$ cat src/hdl/spa_div.sv
`timescale 1ns / 1ps
// ----------------------------------------------------------------------------
// spa_div
// shared divider by a slab block size, reciprocal multiply then back-multiply
// ----------------------------------------------------------------------------
module spa_div (
   input  logic        clock,
   input  logic        reset,
   input  logic        start,
   input  logic [11:0] dividend,
   input  logic [11:0] divisor,
   output logic        busy,
   output logic [11:0] quotient,
   output logic [11:0] remainder
);

   logic        busy_ff;
   logic [11:0] quo_ff;
   logic [11:0] rem_ff;
   logic [11:0] dvd_ff;
   logic [11:0] dsr_ff;
   logic [19:0] recip;
   logic [31:0] product;
   logic [23:0] back;

   // reciprocal of each block size scaled by 2^24, rounded up; exact below 4096
   always_comb begin
      case (divisor)
         12'd32:   recip = 20'd524288;
         12'd64:   recip = 20'd262144;
         12'd192:  recip = 20'd87382;
         12'd448:  recip = 20'd37450;
         12'd1008: recip = 20'd16645;
         12'd2016: recip = 20'd8323;
         default:  recip = 20'd4162;
      endcase
   end

   assign product = 32'(dividend) * 32'(recip);
   assign back    = 24'(quo_ff) * 24'(dsr_ff);

   always_ff @(posedge clock) begin
      if (reset) begin
         busy_ff <= 1'b0;
      end else begin
         busy_ff <= start;
      end
   end

   // quotient registered on start, then remainder from the back-multiply of the registered quotient
   always_ff @(posedge clock) begin
      if (start) begin
         quo_ff <= 12'(product[31:24]);
         dvd_ff <= dividend;
         dsr_ff <= divisor;
      end else if (busy_ff) begin
         rem_ff <= dvd_ff - back[11:0];
      end
   end

   assign busy      = busy_ff;
   assign quotient  = quo_ff;
   assign remainder = rem_ff;

endmodule

$ cat config.mk
export PLATFORM = sky130hd
export DESIGN_NAME = spa_div
export DESIGN_NICKNAME = d
export VERILOG_FILES = /design/src/hdl/spa_div.sv
export SDC_FILE = /design/constraint.sdc
export NUM_CORES = 1
export LEC_CHECK = 0
export BUFFER_PORTS_ARGS = -buffer_cell sky130_fd_sc_hd__buf_2
export CAP_MARGIN = 5
export CORE_UTILIZATION = 55
export CTS_CLUSTER_DIAMETER = 120
export DETAILED_ROUTE_END_ITERATION = 6
export PLACE_DENSITY = 0.8
export SLEW_MARGIN = 20
export SYNTH_ARGS = -nofsm -noshare
export SYNTH_HDL_FRONTEND = slang
export SYNTH_SLANG_ARGS = --single-unit
$ cat constraint.sdc
create_clock -name clock -period 10.91 [get_ports clock]
set_input_delay 2.7275 -clock clock [delete_from_list [all_inputs] [get_ports clock]]
set_output_delay 2.7275 -clock clock [all_outputs]
set_load 0.02 [all_outputs]
==> impl_metrics.env, run 1 <==
export IMPL_htreeDepth=2
export IMPL_dieHeight_um=130
export IMPL_ys_async_sr_fraction=0
export IMPL_initialDrtViolationCount=322
export IMPL_port_buffers=47
export IMPL_yosys_cell_types_count=47
export IMPL_slew_headroom=0.310
export IMPL_drive_gt1_frac=0.0743
export IMPL_synthTopCellsByArea="fa_1, ha_1, edfxtp_1"
export IMPL_clock_latency_ps=290
export IMPL_setup_ws_ps=1720
export IMPL_syn_inst=924
export IMPL_cellPowerDensity_nw_per_um2=122
export IMPL_fin_hold_ws_ps=834
export IMPL_firstDrtPassIters=5
export IMPL_fp_row_count=46
export IMPL_grt_max_degree=35
export IMPL_slew_violations=0
export IMPL_synth_most_common_cell="inv_1"
export IMPL_finalSetupViolations=0
export IMPL_skew_ps=7.66
export IMPL_synth_top_area_share=0.361
export IMPL_clock_root_buffer="clkbuf_16"
export IMPL_drc_errors=0
export IMPL_initial_core_util=0.567
export IMPL_track_usage=0.264
export IMPL_path_max_fanout=13
export IMPL_fin_setup_tns_ps=0
export IMPL_crit_arrival_ps=9230
export IMPL_ys_warn_count=0
export IMPL_num_io_pins=52
export IMPL_synth_edf_count=44
export IMPL_post_cts_resized=0
export IMPL_min_period_ps=9190
export IMPL_fmax_mhz=109
export IMPL_drt_wl_total_um=20100
export IMPL_stdcell_count=1185
export IMPL_seq_area_frac_synth=0.148
export IMPL_drt_wirelength_per_cell_um=17.0
export IMPL_dpl_hpwl_um=17000
export IMPL_dpl_worst_slack_ps=1480
export IMPL_cp_start_kind="primary input"
export IMPL_core_um2=15900
export IMPL_hp_class="reg2reg"
export IMPL_syn_area_per_cell_um2=9.78
export IMPL_grt_ovfl_total=0
export IMPL_hold_buffers=0
export IMPL_hold_viol_final=0
export IMPL_gp_congestion=0.973
export IMPL_syn_to_final_growth_pct=7.30
export IMPL_outcome="finished, final reports clean"
export IMPL_synthTopCellsByCount="inv_1, fa_1, ha_1"
export IMPL_final_antenna_net_count=0
export IMPL_synth_seq_cells=45
export IMPL_diodes=0
export IMPL_rsz0062_at_grt="false"
export IMPL_maxCapViolCount=0
export IMPL_die_area_um2=16900
export IMPL_cts_tree="done"
export IMPL_synth_area_um2=9030
export IMPL_fp_dieW_um=130
export IMPL_dpl_cell_area_um2=9500
export IMPL_clkTransAtPathRegs_ps=70
export IMPL_criticalPathCategory="in2reg"
export IMPL_nNetsFinal=1270
export IMPL_vias_per_cell=5.32
export IMPL_grt_antenna_before_repair=1
export IMPL_leakage_nw=5.00
export IMPL_cts_setup_buffers=0
export IMPL_cp_end_kind="register"
export IMPL_fin_crit_sh=0.843
export IMPL_peakVddDrop_v=0.000217
export IMPL_cts_buffers=5
export IMPL_dp_cells=1177
export IMPL_synth_largest_area_cell="fa_1"
export IMPL_worst_pin_slew_ps=1030
export IMPL_synth_main_ff_cell="edfxtp_1"
export IMPL_cp_required_ps=10950
export IMPL_clock_path_buffers=2
export IMPL_grt_pass1_wl_um=33500
export IMPL_vias=6304
export IMPL_grt_pass1_vias=6734
export IMPL_clkSinkCount=45
export IMPL_finalInstanceArea_um2=9690
area by class of cell:
| type | count | area [um2] |
|---|---|---|
| clock buffers | 5 | 125 |
| clock inverters | 3 | 68.8 |
| fillers | 1323 | 6250 |
| inverters | 244 | 916 |
| multi-input cells | 621 | 6710 |
| flip-flops and latches | 45 | 1340 |
| well taps | 216 | 270 |
| repair buffers | 51 | 265 |
per-stage QoR:
stage	total power [mW]	utilization
6_report	1.19	0.608
4_1_cts	1.19	0.608
5_1_grt	1.29	0.608
3_3_place_gp	0.955	0.596
3_5_place_dp	0.986	0.596
2_1_floorplan	0.825	-
cell usage in the layout, fill, tap and decap left out, drive strengths merged, types with 2 or more instances in the layout:
cell and n:
a21boi 2, a21o 7, a21oi 16, a31o 4, and2 100, and3 13, buf 51, bufinv 2
clkbuf 5, conb 4, edfxtp 44, fa 163, ha 112, inv 245, nand2 79, nand2b 3
nand3 5, nand4 2, nand4b 2, nor2 17, nor2b 6, nor3 10, o211ai 3, o21a 5
o21ai 16, or2 3, xnor2 24, xor2 11
state kept, by name, indices dropped and copies added, names as in the netlist:
signal and cells:
busy 1, dsr_ff 12, dvd_ff 12, quotient 8, remainder 12
path summary, 6_finish.rpt:
path,slack (ps),cells past startpoint,endpoint,start
worst max-delay path,1720,26,quotient[4],divisor[1]
worst min-delay path,830,1,remainder[6],busy
worst max register to register,6610,14,remainder[8],quotient[0]
worst min register to register,830,1,remainder[6],busy
per-layer routing:
layer	vias to the layer above	track usage	part of all wire
met1	3129	0.319	0.39
li1	2892	-	-
met3	62	0.0525	0.075
met5	-	0	0.00070
met4	2	0.109	0.042
met2	219	0.462	0.50
critical path, cell delays in order:
cell and delay [ps]:
buf_2 110, or4_4 580, nor2_1 510, nand3_1 230, a21oi_1 210, o21ai_0 110, buf_4 190, and2_1 180
fa_1 460, fa_1 550, inv_1 50, fa_1 530, inv_1 50, fa_1 470, inv_1 50, fa_1 470
inv_1 40, ha_1 200, nor2_1 170, o21a_1 180, o21ai_0 220, and2_1 220, a21oi_1 260, o21ai_1 160
a21oi_1 210, xnor2_1 100
where the power goes:
| part | internal (mW) | leakage [nW] | switching, mW |
|---|---|---|---|
| clock | 0.132 | 0.0944 | 0.0652 |
| combinational | 0.322 | 4.47 | 0.398 |
| sequential | 0.254 | 0.428 | 0.0158 |
kinds of logic after synthesis:
group                    count (synthesis)  synth area share
adder cells (fa/ha/maj)                275             0.516
buffers and inverters                  261             0.110
AND/OR/NAND/NOR                        246             0.145
AO/OA/AOI/OAI                           61            0.0452
flip-flops                              45             0.148
XOR/XNOR                                35            0.0339
other                                    1          0.000415
Note: power is estimated with default switching activity, not from simulation.
==> inputs of run 2 (changes only) <==
--- a/config.mk
+++ b/config.mk
@@ -10,7 +10,7 @@
 export CORE_UTILIZATION = 55
 export CTS_CLUSTER_DIAMETER = 120
 export DETAILED_ROUTE_END_ITERATION = 6
-export PLACE_DENSITY = 0.8
+export PLACE_DENSITY = 0.83
 export SLEW_MARGIN = 20
 export SYNTH_ARGS = -nofsm -noshare
 export SYNTH_HDL_FRONTEND = slang
==> constraint.sdc (replaced) <==
create_clock -name clock -period 7.37 [get_ports clock]
set_input_delay 1.8425 -clock clock [delete_from_list [all_inputs] [get_ports clock]]
set_output_delay 1.8425 -clock clock [all_outputs]
set_load 0.02 [all_outputs]
==> impl_metrics.env, run 2 (synthesis gave the netlist of run 1 again) <==
export IMPL_diodes=0
export IMPL_grt_antenna_before_repair=0
export IMPL_clkSinkCount=45
export IMPL_cellPowerDensity_nw_per_um2=164
export IMPL_vias_per_cell=5.29
export IMPL_hold_viol_final=0
export IMPL_num_io_pins=52
export IMPL_initial_core_util=0.567
export IMPL_dpl_worst_slack_ps=-643
export IMPL_core_um2=15900
export IMPL_cp_end_kind="register"
export IMPL_stdcell_count=1279
export IMPL_drive_gt1_frac=0.221
export IMPL_crit_arrival_ps=7690
export IMPL_maxCapViolCount=0
export IMPL_nNetsFinal=1364
export IMPL_total_power_mw=1.76
export IMPL_crit_slowest_cell="fa_2"
export IMPL_gp_congestion=0.942
export IMPL_finalInstanceArea_um2=10700
export IMPL_clkTransAtPathRegs_ps=70
export IMPL_initialDrtViolationCount=416
export IMPL_fin_hold_ws_ps=828
export IMPL_drt_wirelength_per_cell_um=17.3
export IMPL_path_max_fanout=6
export IMPL_vias=6766
export IMPL_criticalPathCategory="in2reg"
export IMPL_crit_family="adder cells"
export IMPL_outcome="complete, but fails checks"
export IMPL_hp_class="reg2reg"
export IMPL_grt_pass1_vias=7263
export IMPL_worst_pin_slew_ps=969
export IMPL_grt_max_degree=35
export IMPL_cp_required_ps=7420
export IMPL_routed_wl_met3_um=1290
export IMPL_dpl_hpwl_um=17800
export IMPL_dp_cells=1263
export IMPL_die_area_um2=16900
export IMPL_drt_wl_total_um=22100
export IMPL_peakVddDrop_v=0.000323
export IMPL_drc_errors=0
export IMPL_slew_violations=0
export IMPL_wl_met1_um=8240
export IMPL_slew_headroom=0.352
export IMPL_htreeDepth=2
export IMPL_grt_pass1_wl_um=35400
export IMPL_crit_buf_inv=5
export IMPL_hold_buffers=0
export IMPL_dpl_cell_area_um2=10200
export IMPL_syn_to_final_growth_pct=18.8
export IMPL_cts_buffers=5
export IMPL_top_layer="met4"
export IMPL_skew_ps=10.2
export IMPL_crit_top_cell="fa_1"
export IMPL_fin_crit_sh=1.04
export IMPL_cp_cell_sequence="buf_6 -> or4_4 -> or2_4 -> nor3b_4 -> a31o_4 -> buf_6 -> nand2_2 -> fa_2 -> fa_1 -> fa_1 -> inv_1 -> fa_1 -> inv_1 -> fa_1 -> inv_2 -> ha_4 -> and3_4 -> a221o_1 -> nand4_1 -> a31o_2 -> o2111ai_4 -> a31o_4 -> a21oi_2 -> xnor2_1"
export IMPL_firstDrtPassIters=5
export IMPL_cp_slowest_stage_delay_ps=610
export IMPL_setup_ws_ps=-269
export IMPL_violations="negative setup slack"
export IMPL_finalSetupViolations=8
export IMPL_leakage_nw=5.51
export IMPL_fmax_mhz=131
export IMPL_clock_root_buffer="clkbuf_16"
export IMPL_track_usage=0.279
export IMPL_port_buffers=47
export IMPL_grt_ovfl_total=0
export IMPL_layout_commonest_cell="inv_1"
export IMPL_fp_row_count=46
export IMPL_dr_wl_met2_um=11400
export IMPL_clock_latency_ps=300
export IMPL_cp_start_kind="primary input"
export IMPL_cts_tree="done"
export IMPL_min_period_ps=7640
export IMPL_fin_setup_tns_ps=-1330
export IMPL_final_antenna_net_count=0
export IMPL_final_util=0.673
export IMPL_mostFrequentLayoutCells="inv_1, fa_1, ha_1"
export IMPL_clock_path_buffers=2
export IMPL_dieHeight_um=130
export IMPL_rsz0062_at_grt="true"
export IMPL_fp_dieW_um=130
-- run 2: changes by cell type in the layout (fill, tap and decap cells not counted), sizes merged --
cell,change
inv,+2
buf,+94
bufinv,-2
-- run 2: path summary, 6_finish.rpt --
kind              slack (ps)  cells past startpoint   startpoint            end
setup / recovery        -270                     24   divisor[1]    quotient[7]
hold / removal           830                      1         busy  remainder[10]
setup reg to reg        2930                     14  quotient[0]   remainder[8]
hold reg to reg          830                      1         busy  remainder[10]
-- run 2: area by class of cell --
| class | count | area, um2 |
|---|---|---|
| well taps | 216 | 270 |
| fillers | 1114 | 5210 |
| clock inverters | 3 | 28.8 |
| flip-flops and latches | 45 | 1340 |
| clock buffers | 5 | 125 |
| inverters | 244 | 916 |
| multi-input cells | 621 | 7030 |
| repair buffers | 145 | 1020 |
-- run 2: worst register-to-register path: stages (launching register included) --
cell and delay, ps:
edfxtp_1 600, and2_1 260, fa_1 490, ha_1 300, ha_1 330, fa_1 490, inv_1 40, ha_1 320
o21ai_0 120, a21boi_0 150, o21ai_0 280, a21boi_0 180, o21ai_0 310, nor2b_1 220, xnor2_1 100
-- run 2: routing by layer --
layer  vias to the layer above  track usage
li1                       3075            -
met1                      3311        0.330
met2                       280        0.497
met3                       100       0.0394
met4                         0        0.137
met5                         -            0
-- run 2: timing repair --
item                                    in CTS  in global routing
gates resized for setup                     34                 48
pin swaps                                   33                 21
setup buffers                                6                  5
endpoints found under the setup margin       8                  8
-- run 2: power breakdown --
| part | switching [mW] | total, mW | internal [mW] |
|---|---|---|---|
| clock | 0.108 | 0.238 | 0.131 |
| combinational | 0.617 | 1.12 | 0.507 |
| sequential | 0.0249 | 0.400 | 0.375 |
