## config.mk

```make
export PLATFORM = sky130hd
export DESIGN_NAME = spa_ram
export DESIGN_NICKNAME = d
export VERILOG_FILES = /design/src/hdl/spa_ram.sv
export SDC_FILE = /design/constraint.sdc
export NUM_CORES = 1
export LEC_CHECK = 0
export BUFFER_PORTS_ARGS = -buffer_cell sky130_fd_sc_hd__buf_2
export CAP_MARGIN = 20
export CORE_MARGIN = 5
export CORE_UTILIZATION = 50
export DETAILED_ROUTE_END_ITERATION = 12
export PLACE_DENSITY = 0.7
export RECOVER_POWER = 50
export SYNTH_ARGS = -nofsm -noshare
export SYNTH_HDL_FRONTEND = slang
export SYNTH_SLANG_ARGS = --single-unit
```

## constraint.sdc

```tcl
create_clock -name clock -period 2.03 [get_ports clock]
set_input_delay 0 -clock clock [delete_from_list [all_inputs] [get_ports clock]]
set_output_delay 0 -clock clock [all_outputs]
set_load 0.1 [all_outputs]
```

## src/hdl/spa_ram.sv

```systemverilog
`timescale 1ns / 1ps
// ----------------------------------------------------------------------------
// spa_ram
// generic single-port ram with registered read
// ----------------------------------------------------------------------------
module spa_ram #(
   parameter int WIDTH = 8,
   parameter int DEPTH = 16
) (
   input  logic                     clock,
   input  logic                     wr_en,
   input  logic [$clog2(DEPTH)-1:0] addr,
   input  logic [WIDTH-1:0]         wr_data,
   output logic [WIDTH-1:0]         rd_data
);

   logic [WIDTH-1:0] mem_ff [DEPTH];

   always_ff @(posedge clock) begin
      if (wr_en) begin
         mem_ff[addr] <= wr_data;
      end
      rd_data <= mem_ff[addr];
   end

endmodule

```

==> results.cfg, run 1 <==
[run_status]
status = complete, no violations

[routing]
num_vias = 2458
route.detailed.wl_per_inst_um = 22.39
dr.first_iter.drc_count = 157
first_pass_iters = 4
avgViaCountPerCell = 5.574
drc = 0
routed_wl_um = 9874
ant_nets = 0

[placed_design]
routabilityCongestion = 0.7535
io_buffers = 21
hpwlAfterDp_um = 6531
placed_area_mm2 = 0.005509
place_ws_ps = 499.6
place_inst = 402

[cts]
cts.reportedPaths.clkPinSlew_ps = 60
cts_made_buffers = 17
cts_tree = yes
insertion_delay_ps = 520
clock-root-buffer = clkbuf_8
post_cts_buffers = 0
cts_buffer_depth = 2
cts_num_sinks = 136
cts.htree.levels = 4

[timing]
hold_viol_final = 0
fin_worst_skew_ps = 7.393
slew-limit-headroom_pct = 52.14
fin_ws_ps = 658.4
period_share_pct = 67.57
tns_ps = 0
worst_pin_slew_ps = 717.9
finalSetupViolCount = 0
period_needed_ps = 1372
max_freq_mhz = 729.1
rsz0062_at_grt = false
slew_viol_final = 0

[synthesis]
synth_warnings = 0
syn_inst = 230
synth_area_leaders = edfxtp_1 76%, mux4_2 14%, dfxtp_1 3.2%, a22oi_1 2.4%, nor2_1 0.96%
synth.avg_cell_area_um2 = 22.03
synth_top_area_share_pct = 75.85
synth_fp_nets = 244
synth-seq-cells = 136
synth_ff_type = edfxtp_1
synth_common_cells = 128 x edfxtp_1, 32 x mux4_2, 16 x a22oi_1, 13 x nor2_1, 9 x nand2_1
ys_seq_area_share_pct = 79.01
synth_area_mm2 = 0.005067
synth_area_leader_cell = edfxtp_1
ys_async_sr_fraction_pct = 0
synth-edff-count = 128
synth.distinct_cells = 18
synth.most_common_cell = edfxtp_1

[floorplanning]
die_area_mm2 = 0.01225
design.core.area_mm2 = 0.009819
die_height_um = 110.7
rows = 36
die_w_um = 110.7
ioPinCount = 22
initial_core_util_pct = 51.61

[grt]
grt_max_degree = 28
grt_pass1_wl_um = 15790
overflow = 0
track_usage_pct = 17.68
antenna_found_initial = 0
grt_pass1_vias = 2755

[worst_setup_path]
r2r-end = rd_data[6]
r2r-start = mem_ff[11][6]
reg2regPathDepth = 3
path_cells = mux4_2, a22oi_1, nand2_1
worstSetupPathType = reg2reg
crit_start = mem_ff[11][6]
critPathArrivalTime_ps = 1760
slowest_stage = mux4_2
regToRegSetupSlack_ps = 660
crit_required_ps = 2420
setup.worst_path.start_class = flop
critical_path_peak_fanout = 1
cpPeakStageDelay_ps = 490
cp-end-kind = flop

[run]
drv_cap = 0

[cells_and_area]
fin_cells = 441
drive_above_1_share_pct = 33.12
diodes = 0
n_fill_cell = 699
finalNetCount = 310
synthToLayoutAreaGrowth_pct = 22.20
fin_area_mm2 = 0.006192

[power]
irDropWorstVdd_uv = 742.6
p_per_area_mw_per_mm2 = 1098
leakagePower_nw = 2.075

[worst_hold_path]
hold_path.class = in2reg
min_to = mem_ff[2][4]
hold_depth = 3
min_from = addr[2]
-- what timing repair did --
action                     4_1_cts  5_1_grt
hold buffers                     8        0
gates resized for setup          0        0
hold endpoints to repair       128        0
setup endpoints to repair        0        0
-- state kept, by name, indices dropped and copies added, names as in the netlist --
register / flops
rd_data: 8
mem_ff: 128
-- layout make-up --
class / count / area (um2) / share of cell area [%]
sequential: 136 / 4004 / 64.66
timing repair buffer: 58 / 400.4 / 6.466
clock inverter: 14 / 203.9 / 3.294
multi-input combinational: 83 / 1003 / 16.21
tap: 133 / 166.4 / 2.687
clock buffer: 17 / 414.1 / 6.688
-- cell usage in the layout (no fill, tap or decap), drive strengths merged, types with 4 or more instances in the layout --
master	synthesis	final
edfxtp	128	128
mux4	32	32
dfxtp	8	8
bufinv	0	5
clkinv	0	5
buf	8	40
clkbuf	3	27
nor2	13	13
a22oi	16	16
dlygate4sd3	0	8
nor3	4	4
nand2	9	9
-- metal layers --
metal  global-route usage (%)  vias up  wire length, um
met5                        0        -                0
met4                    6.814        0               87
met3                    5.349        5              717
met2                    26.98       90             4887
met1                    24.11     1275             4180
li1                         -     1088                -
-- worst max-delay path by stage --
stage              endpoint  slack, ps  cells after the start
2_1_floorplan  mem_ff[0][0]        540                      2
4_1_cts          rd_data[6]        610                      3
6_report         rd_data[6]        660                      3
3_5_place_dp     rd_data[7]        500                      5
5_1_grt          rd_data[0]        600                      3
3_3_place_gp     rd_data[7]        500                      5
-- power breakdown --
group	switching [mW]	leakage, nW	internal [mW]	total [mW]
registers	0.0184	1.22	3.14	3.16
clock network	1.10	0.295	2.10	3.20
logic	0.305	0.556	0.138	0.443
total	1.42	2.07	5.38	6.80
-- stage by stage --
stage          total power, mW  hold WS [ps]  utilization [%]
2_1_floorplan            3.510         98.87                -
3_3_place_gp             3.646         390.0            56.10
3_5_place_dp             3.656         403.1            56.10
4_1_cts                  6.866         64.51            63.21
5_1_grt                  7.021         108.7            63.06
6_report                 6.798         99.40            63.06
-- cells by family (layout without fill, tap and decap cells) --
kind of cell | after synthesis | count (layout) | synth area share, %
flops | 136 | 136 | 79.01
simple gates | 35 | 35 | 3.210
mux | 32 | 32 | 14.22
compound gates | 16 | 16 | 2.370
buf+inv | 11 | 89 | 1.185
-- critical path: cells and delay by family, from the launching register on --
kind | cells | cell delay, ps
flip-flops | 1 | 380
AO/OA/AOI/OAI | 1 | 280
multiplexers | 1 | 490
AND/OR/NAND/NOR | 1 | 100
Note: power is estimated with default switching activity, not from simulation.
==> run 2: changes to the inputs <==
==> constraint.sdc (replaced) <==
create_clock -name clock -period 1.4 [get_ports clock]
set_input_delay 0 -clock clock [delete_from_list [all_inputs] [get_ports clock]]
set_output_delay 0 -clock clock [all_outputs]
set_load 0.1 [all_outputs]
==> run 2 against run 1 <==
Sequential power up 45%; sequential share of layout area fell by 1.1 points; cell count rose by 1.1%; critical path depth unchanged; fmax is 4.4% higher; routed wire length shrank 1.7%; clock skew is 1.8 ps lower; via count is 1.3% higher.
==> results.cfg, run 2 (same netlist as run 1, synthesis figures left out) <==
[run_status]
status = complete, no violations

[timing]
max_freq_mhz = 760.9
finalSetupViolCount = 0
fin_worst_skew_ps = 5.643
period_share_pct = 93.87
slew_viol_final = 0
holdWs_ps = 141.7
period_needed_ps = 1314
rsz0062_at_grt = false
worst_pin_slew_ps = 726.4
slew-limit-headroom_pct = 51.58
hold_viol_final = 0

[cells_and_area]
final_common_cell = edfxtp_1
seq_area_mm2 = 0.004004
post-route-util_pct = 64.11
n_fill_cell = 693
multi_input_area_mm2 = 0.001016
mostFrequentLayoutCells = 128 x edfxtp_1, 32 x mux4_2, 28 x buf_4
fin_cells = 446
diodes = 0
fin_area_mm2 = 0.006295
synthToLayoutAreaGrowth_pct = 24.22
regMostFlops = mem_ff
finalNetCount = 314
top_regs = mem_ff (128), rd_data (8)
drive_above_1_share_pct = 35.46
largest_reg_flops = 128

[floorplanning]
ioPinCount = 22
die_height_um = 110.7
die_w_um = 110.7
die_area_mm2 = 0.01225
rows = 36
initial_core_util_pct = 51.61
design.core.area_mm2 = 0.009819

[worst_setup_path]
critical_path_peak_fanout = 1
cpPeakStageDelay_ps = 480
worstSetupPathType = reg2reg
setup.worst_path.start_class = flop
slowest_stage = mux4_2
worst_path_dominant_cell_family = multiplexers
critPathArrivalTime_ps = 1710
crit_buf_inv = 0
cp-end-kind = flop
path_cells = mux4_2, a22oi_1, nand2_1
crit_required_ps = 1800

[power]
leakagePower_nw = 2.113
irDropWorstVdd_uv = 891.6
finalPower_mw = 10.08
p_per_area_mw_per_mm2 = 1602

[routing]
num_vias = 2491
first_pass_iters = 4
wl_met3_um = 623
route.detailed.wl_per_inst_um = 21.77
top_layer_used = met4
dr.first_iter.drc_count = 188
ant_nets = 0
drc = 0
routed_wl_um = 9709
wl_met2_um = 4825
wl_met1_um = 4179
avgViaCountPerCell = 5.585

[placed_design]
placed_area_mm2 = 0.005572
place_inst = 406
io_buffers = 21
routabilityCongestion = 0.7858
hpwlAfterDp_um = 6270

[cts]
cts_tree = yes
cts_buffer_depth = 2
cts.reportedPaths.clkPinSlew_ps = 60
clock-root-buffer = clkbuf_8
cts_num_sinks = 136
post_cts_buffers = 0
cts.htree.levels = 4
insertion_delay_ps = 510
cts_made_buffers = 17

[grt]
antenna_found_initial = 0
track_usage_pct = 17.13
grt_pass1_wl_um = 15430
grt_pass1_vias = 2705
overflow = 0
grt_max_degree = 22

[run]
drv_cap = 0

[worst_hold_path]
hold_path.class = in2reg
[run 2: changes by cell type in the layout (fill, tap and decap cells not counted), moves of 2 or more]
cell      change
inv_6         +2
buf_12        +2
clkinv_1      -2
clkinv_2      -3
clkbuf_8      +2
[run 2: routing by layer]
metal / track usage [%] / up-vias
li1: - / 1108
met5: 0 / -
met4: 7.800 / 0
met3: 4.913 / 6
met1: 22.98 / 1287
met2: 26.17 / 90
[run 2: tightest hold or removal path, stage by stage]
cell and delay [ps]:
buf_2 110, buf_12 170, mux4_2 190, a22oi_1 80, nand2_1 60
[run 2: worst paths after layout]
check	start	end	slack (ps)	cells past startpoint
setup / recovery	mem_ff[3][0]	rd_data[0]	90	3
hold / removal	addr[1]	rd_data[7]	140	5
setup reg to reg	mem_ff[3][0]	rd_data[0]	90	3
hold reg to reg	mem_ff[14][6]	rd_data[6]	670	3
[run 2: final cells by class]
| class | instances | area share (%) |
|---|---|---|
| tap | 133 | 2.644 |
| sequential | 136 | 63.61 |
| clock inverter | 13 | 3.419 |
| timing repair buffer | 62 | 7.176 |
| multi-input combinational | 83 | 16.14 |
| clock buffer | 19 | 7.017 |
[run 2: power by group]
part | internal [mW] | leakage (nW) | switching, mW
registers | 4.55 | 1.22 | 0.0254
clock network | 3.19 | 0.308 | 1.66
logic | 0.216 | 0.581 | 0.445
total | 7.96 | 2.11 | 2.13
[run 2: timing repair]
| action | CTS | global route |
|---|---|---|
| hold buffers | 8 | 0 |
| resized for setup | 0 | 1 |
| setup endpoints to repair | 0 | 1 |
| hold endpoints to repair | 128 | 0 |
[run 2: through the flow]
stage               setup TNS (ps)  setup WS, ps
floorplan                    -2463        -38.11
global placement            -73.65        -73.65
detailed placement          -96.39        -78.75
CTS                              0         58.44
global route                     0         7.615
finish                           0         85.79
==> run 3: changes to the inputs <==
==> constraint.sdc (replaced) <==
create_clock -name clock -period 1.4 [get_ports clock]
set_input_delay 0.21 -clock clock [delete_from_list [all_inputs] [get_ports clock]]
set_output_delay 0.21 -clock clock [all_outputs]
set_load 0.1 [all_outputs]
==> run 3 against run 2 <==
Clock power is 12% lower; die area unchanged; via count decreased by 0.72%; critical path type unchanged; fmax decreased by 2.9%; power fell by 5.3%; first-iteration DRC count down 15%.
==> results.cfg, run 3 (same netlist as run 1, synthesis figures left out) <==
[power]
irDropWorstVdd_uv = 1449
leakagePower_nw = 2.092
p_per_area_mw_per_mm2 = 1504
finalPower_mw = 9.545

[cts]
cts.reportedPaths.clkPinSlew_ps = 60
insertion_delay_ps = 520
cts_num_sinks = 136
cts_made_buffers = 17
cts.htree.levels = 4
post_cts_buffers = 0
cts_buffer_depth = 2
cts_hold_buf = 0
clock-root-buffer = clkbuf_8
cts_tree = yes

[worst_setup_path]
critical_path_peak_fanout = 1
r2r-start = mem_ff[11][6]
reg2regPathDepth = 3
setup.worst_path.start_class = flop
regToRegSetupSlack_ps = 50
crit_required_ps = 1790
worstSetupPathType = reg2reg
cp-end-kind = flop
critPathArrivalTime_ps = 1750
slowest_stage = mux4_2
cpPeakStageDelay_ps = 470
path_cells = mux4_2, a22oi_1, nand2_1
crit_start = mem_ff[11][6]

[cells_and_area]
finalNetCount = 309
mostFrequentLayoutCells = 128 x edfxtp_1, 32 x mux4_2, 26 x buf_4
drive_above_1_share_pct = 40.07
regMostFlops = mem_ff
fin_cells = 440
final_common_cell = edfxtp_1
n_fill_cell = 662
synthToLayoutAreaGrowth_pct = 25.26
top_regs = mem_ff (128), rd_data (8)
largest_reg_flops = 128
diodes = 0
fin_area_mm2 = 0.006347

[timing]
fin_worst_skew_ps = 6.849
max_freq_mhz = 739.0
period_needed_ps = 1353
worst_pin_slew_ps = 776.2
rsz0062_at_grt = false
slew-limit-headroom_pct = 48.15
hold_viol_final = 0
slew_viol_final = 0
finalSetupViolCount = 0
period_share_pct = 96.66

[floorplanning]
rows = 36
die_w_um = 110.7
ioPinCount = 22
initial_core_util_pct = 51.61
design.core.area_mm2 = 0.009819
die_area_mm2 = 0.01225
die_height_um = 110.7

[routing]
num_vias = 2473
drc = 0
first_pass_iters = 4
routed_wl_um = 9822
ant_nets = 0
avgViaCountPerCell = 5.620
route.detailed.wl_per_inst_um = 22.32
dr.first_iter.drc_count = 160

[run_status]
status = complete, no violations

[grt]
grt_max_degree = 19
grt_pass1_vias = 2633
antenna_found_initial = 0
overflow = 0
track_usage_pct = 17.59
grt_pass1_wl_um = 15570

[worst_hold_path]
hold_depth = 1
hold_path.class = in2reg
min_from = wr_data[5]

[placed_design]
place_inst = 409
hpwlAfterDp_um = 6535
io_buffers = 21
placed_area_mm2 = 0.005764
routabilityCongestion = 0.7367

[run]
drv_cap = 0
run 3: path summary, 6_finish.rpt:
check                 end
max            rd_data[6]
max reg2reg    rd_data[6]
min          mem_ff[8][5]
min reg2reg    rd_data[2]
run 3: timing repair:
action                     CTS  global route
hold endpoints to repair     0             0
resized for setup           10             4
gates cloned                 0             0
setup endpoints to repair    8             2
run 3: metrics by stage:
step                      setup WS (ps)  util, %  setup TNS [ps]  hold WS (ps)
final                             46.81    64.64               0         218.1
after CTS                         7.066    64.81               0         64.46
after global placement           -226.2    58.70           -8095         603.9
after floorplan                  -88.17        -           -4268         308.9
after detailed placement         -233.7    58.70           -8622         613.2
after global routing              15.90    64.64               0         259.7
run 3: power breakdown:
part           switching, mW  total [mW]  internal (mW)
sequential            0.0317        4.59           4.56
clock                   1.58        4.25           2.68
combinational          0.459       0.702          0.244
total                   2.07        9.54           7.48
run 3: area by class of cell:
| type | count | area [um2] | share of cell area (%) |
|---|---|---|---|
| Sequential cell | 136 | 4005 | 63.10 |
| Multi-Input combinational cell | 83 | 1069 | 16.83 |
| Timing Repair Buffer | 57 | 535.5 | 8.437 |
| Clock buffer | 17 | 414.1 | 6.525 |
| Tap cell | 133 | 166.4 | 2.622 |
| Clock inverter | 14 | 157.7 | 2.484 |
run 3: per-layer routing:
layer | wire, um | track usage (%) | share of wire [%]
met2 | 4966 | 27.63 | 51
met5 | 0 | 0 | 0
met4 | 178 | 6.897 | 1.8
met1 | 4171 | 23.55 | 42
met3 | 506 | 4.858 | 5.2
run 3: critical path: cells and delay by family (launching register included):
family	cells	cell delay (ps)
compound gates	1	280
flops	1	370
mux	1	470
simple gates	1	100
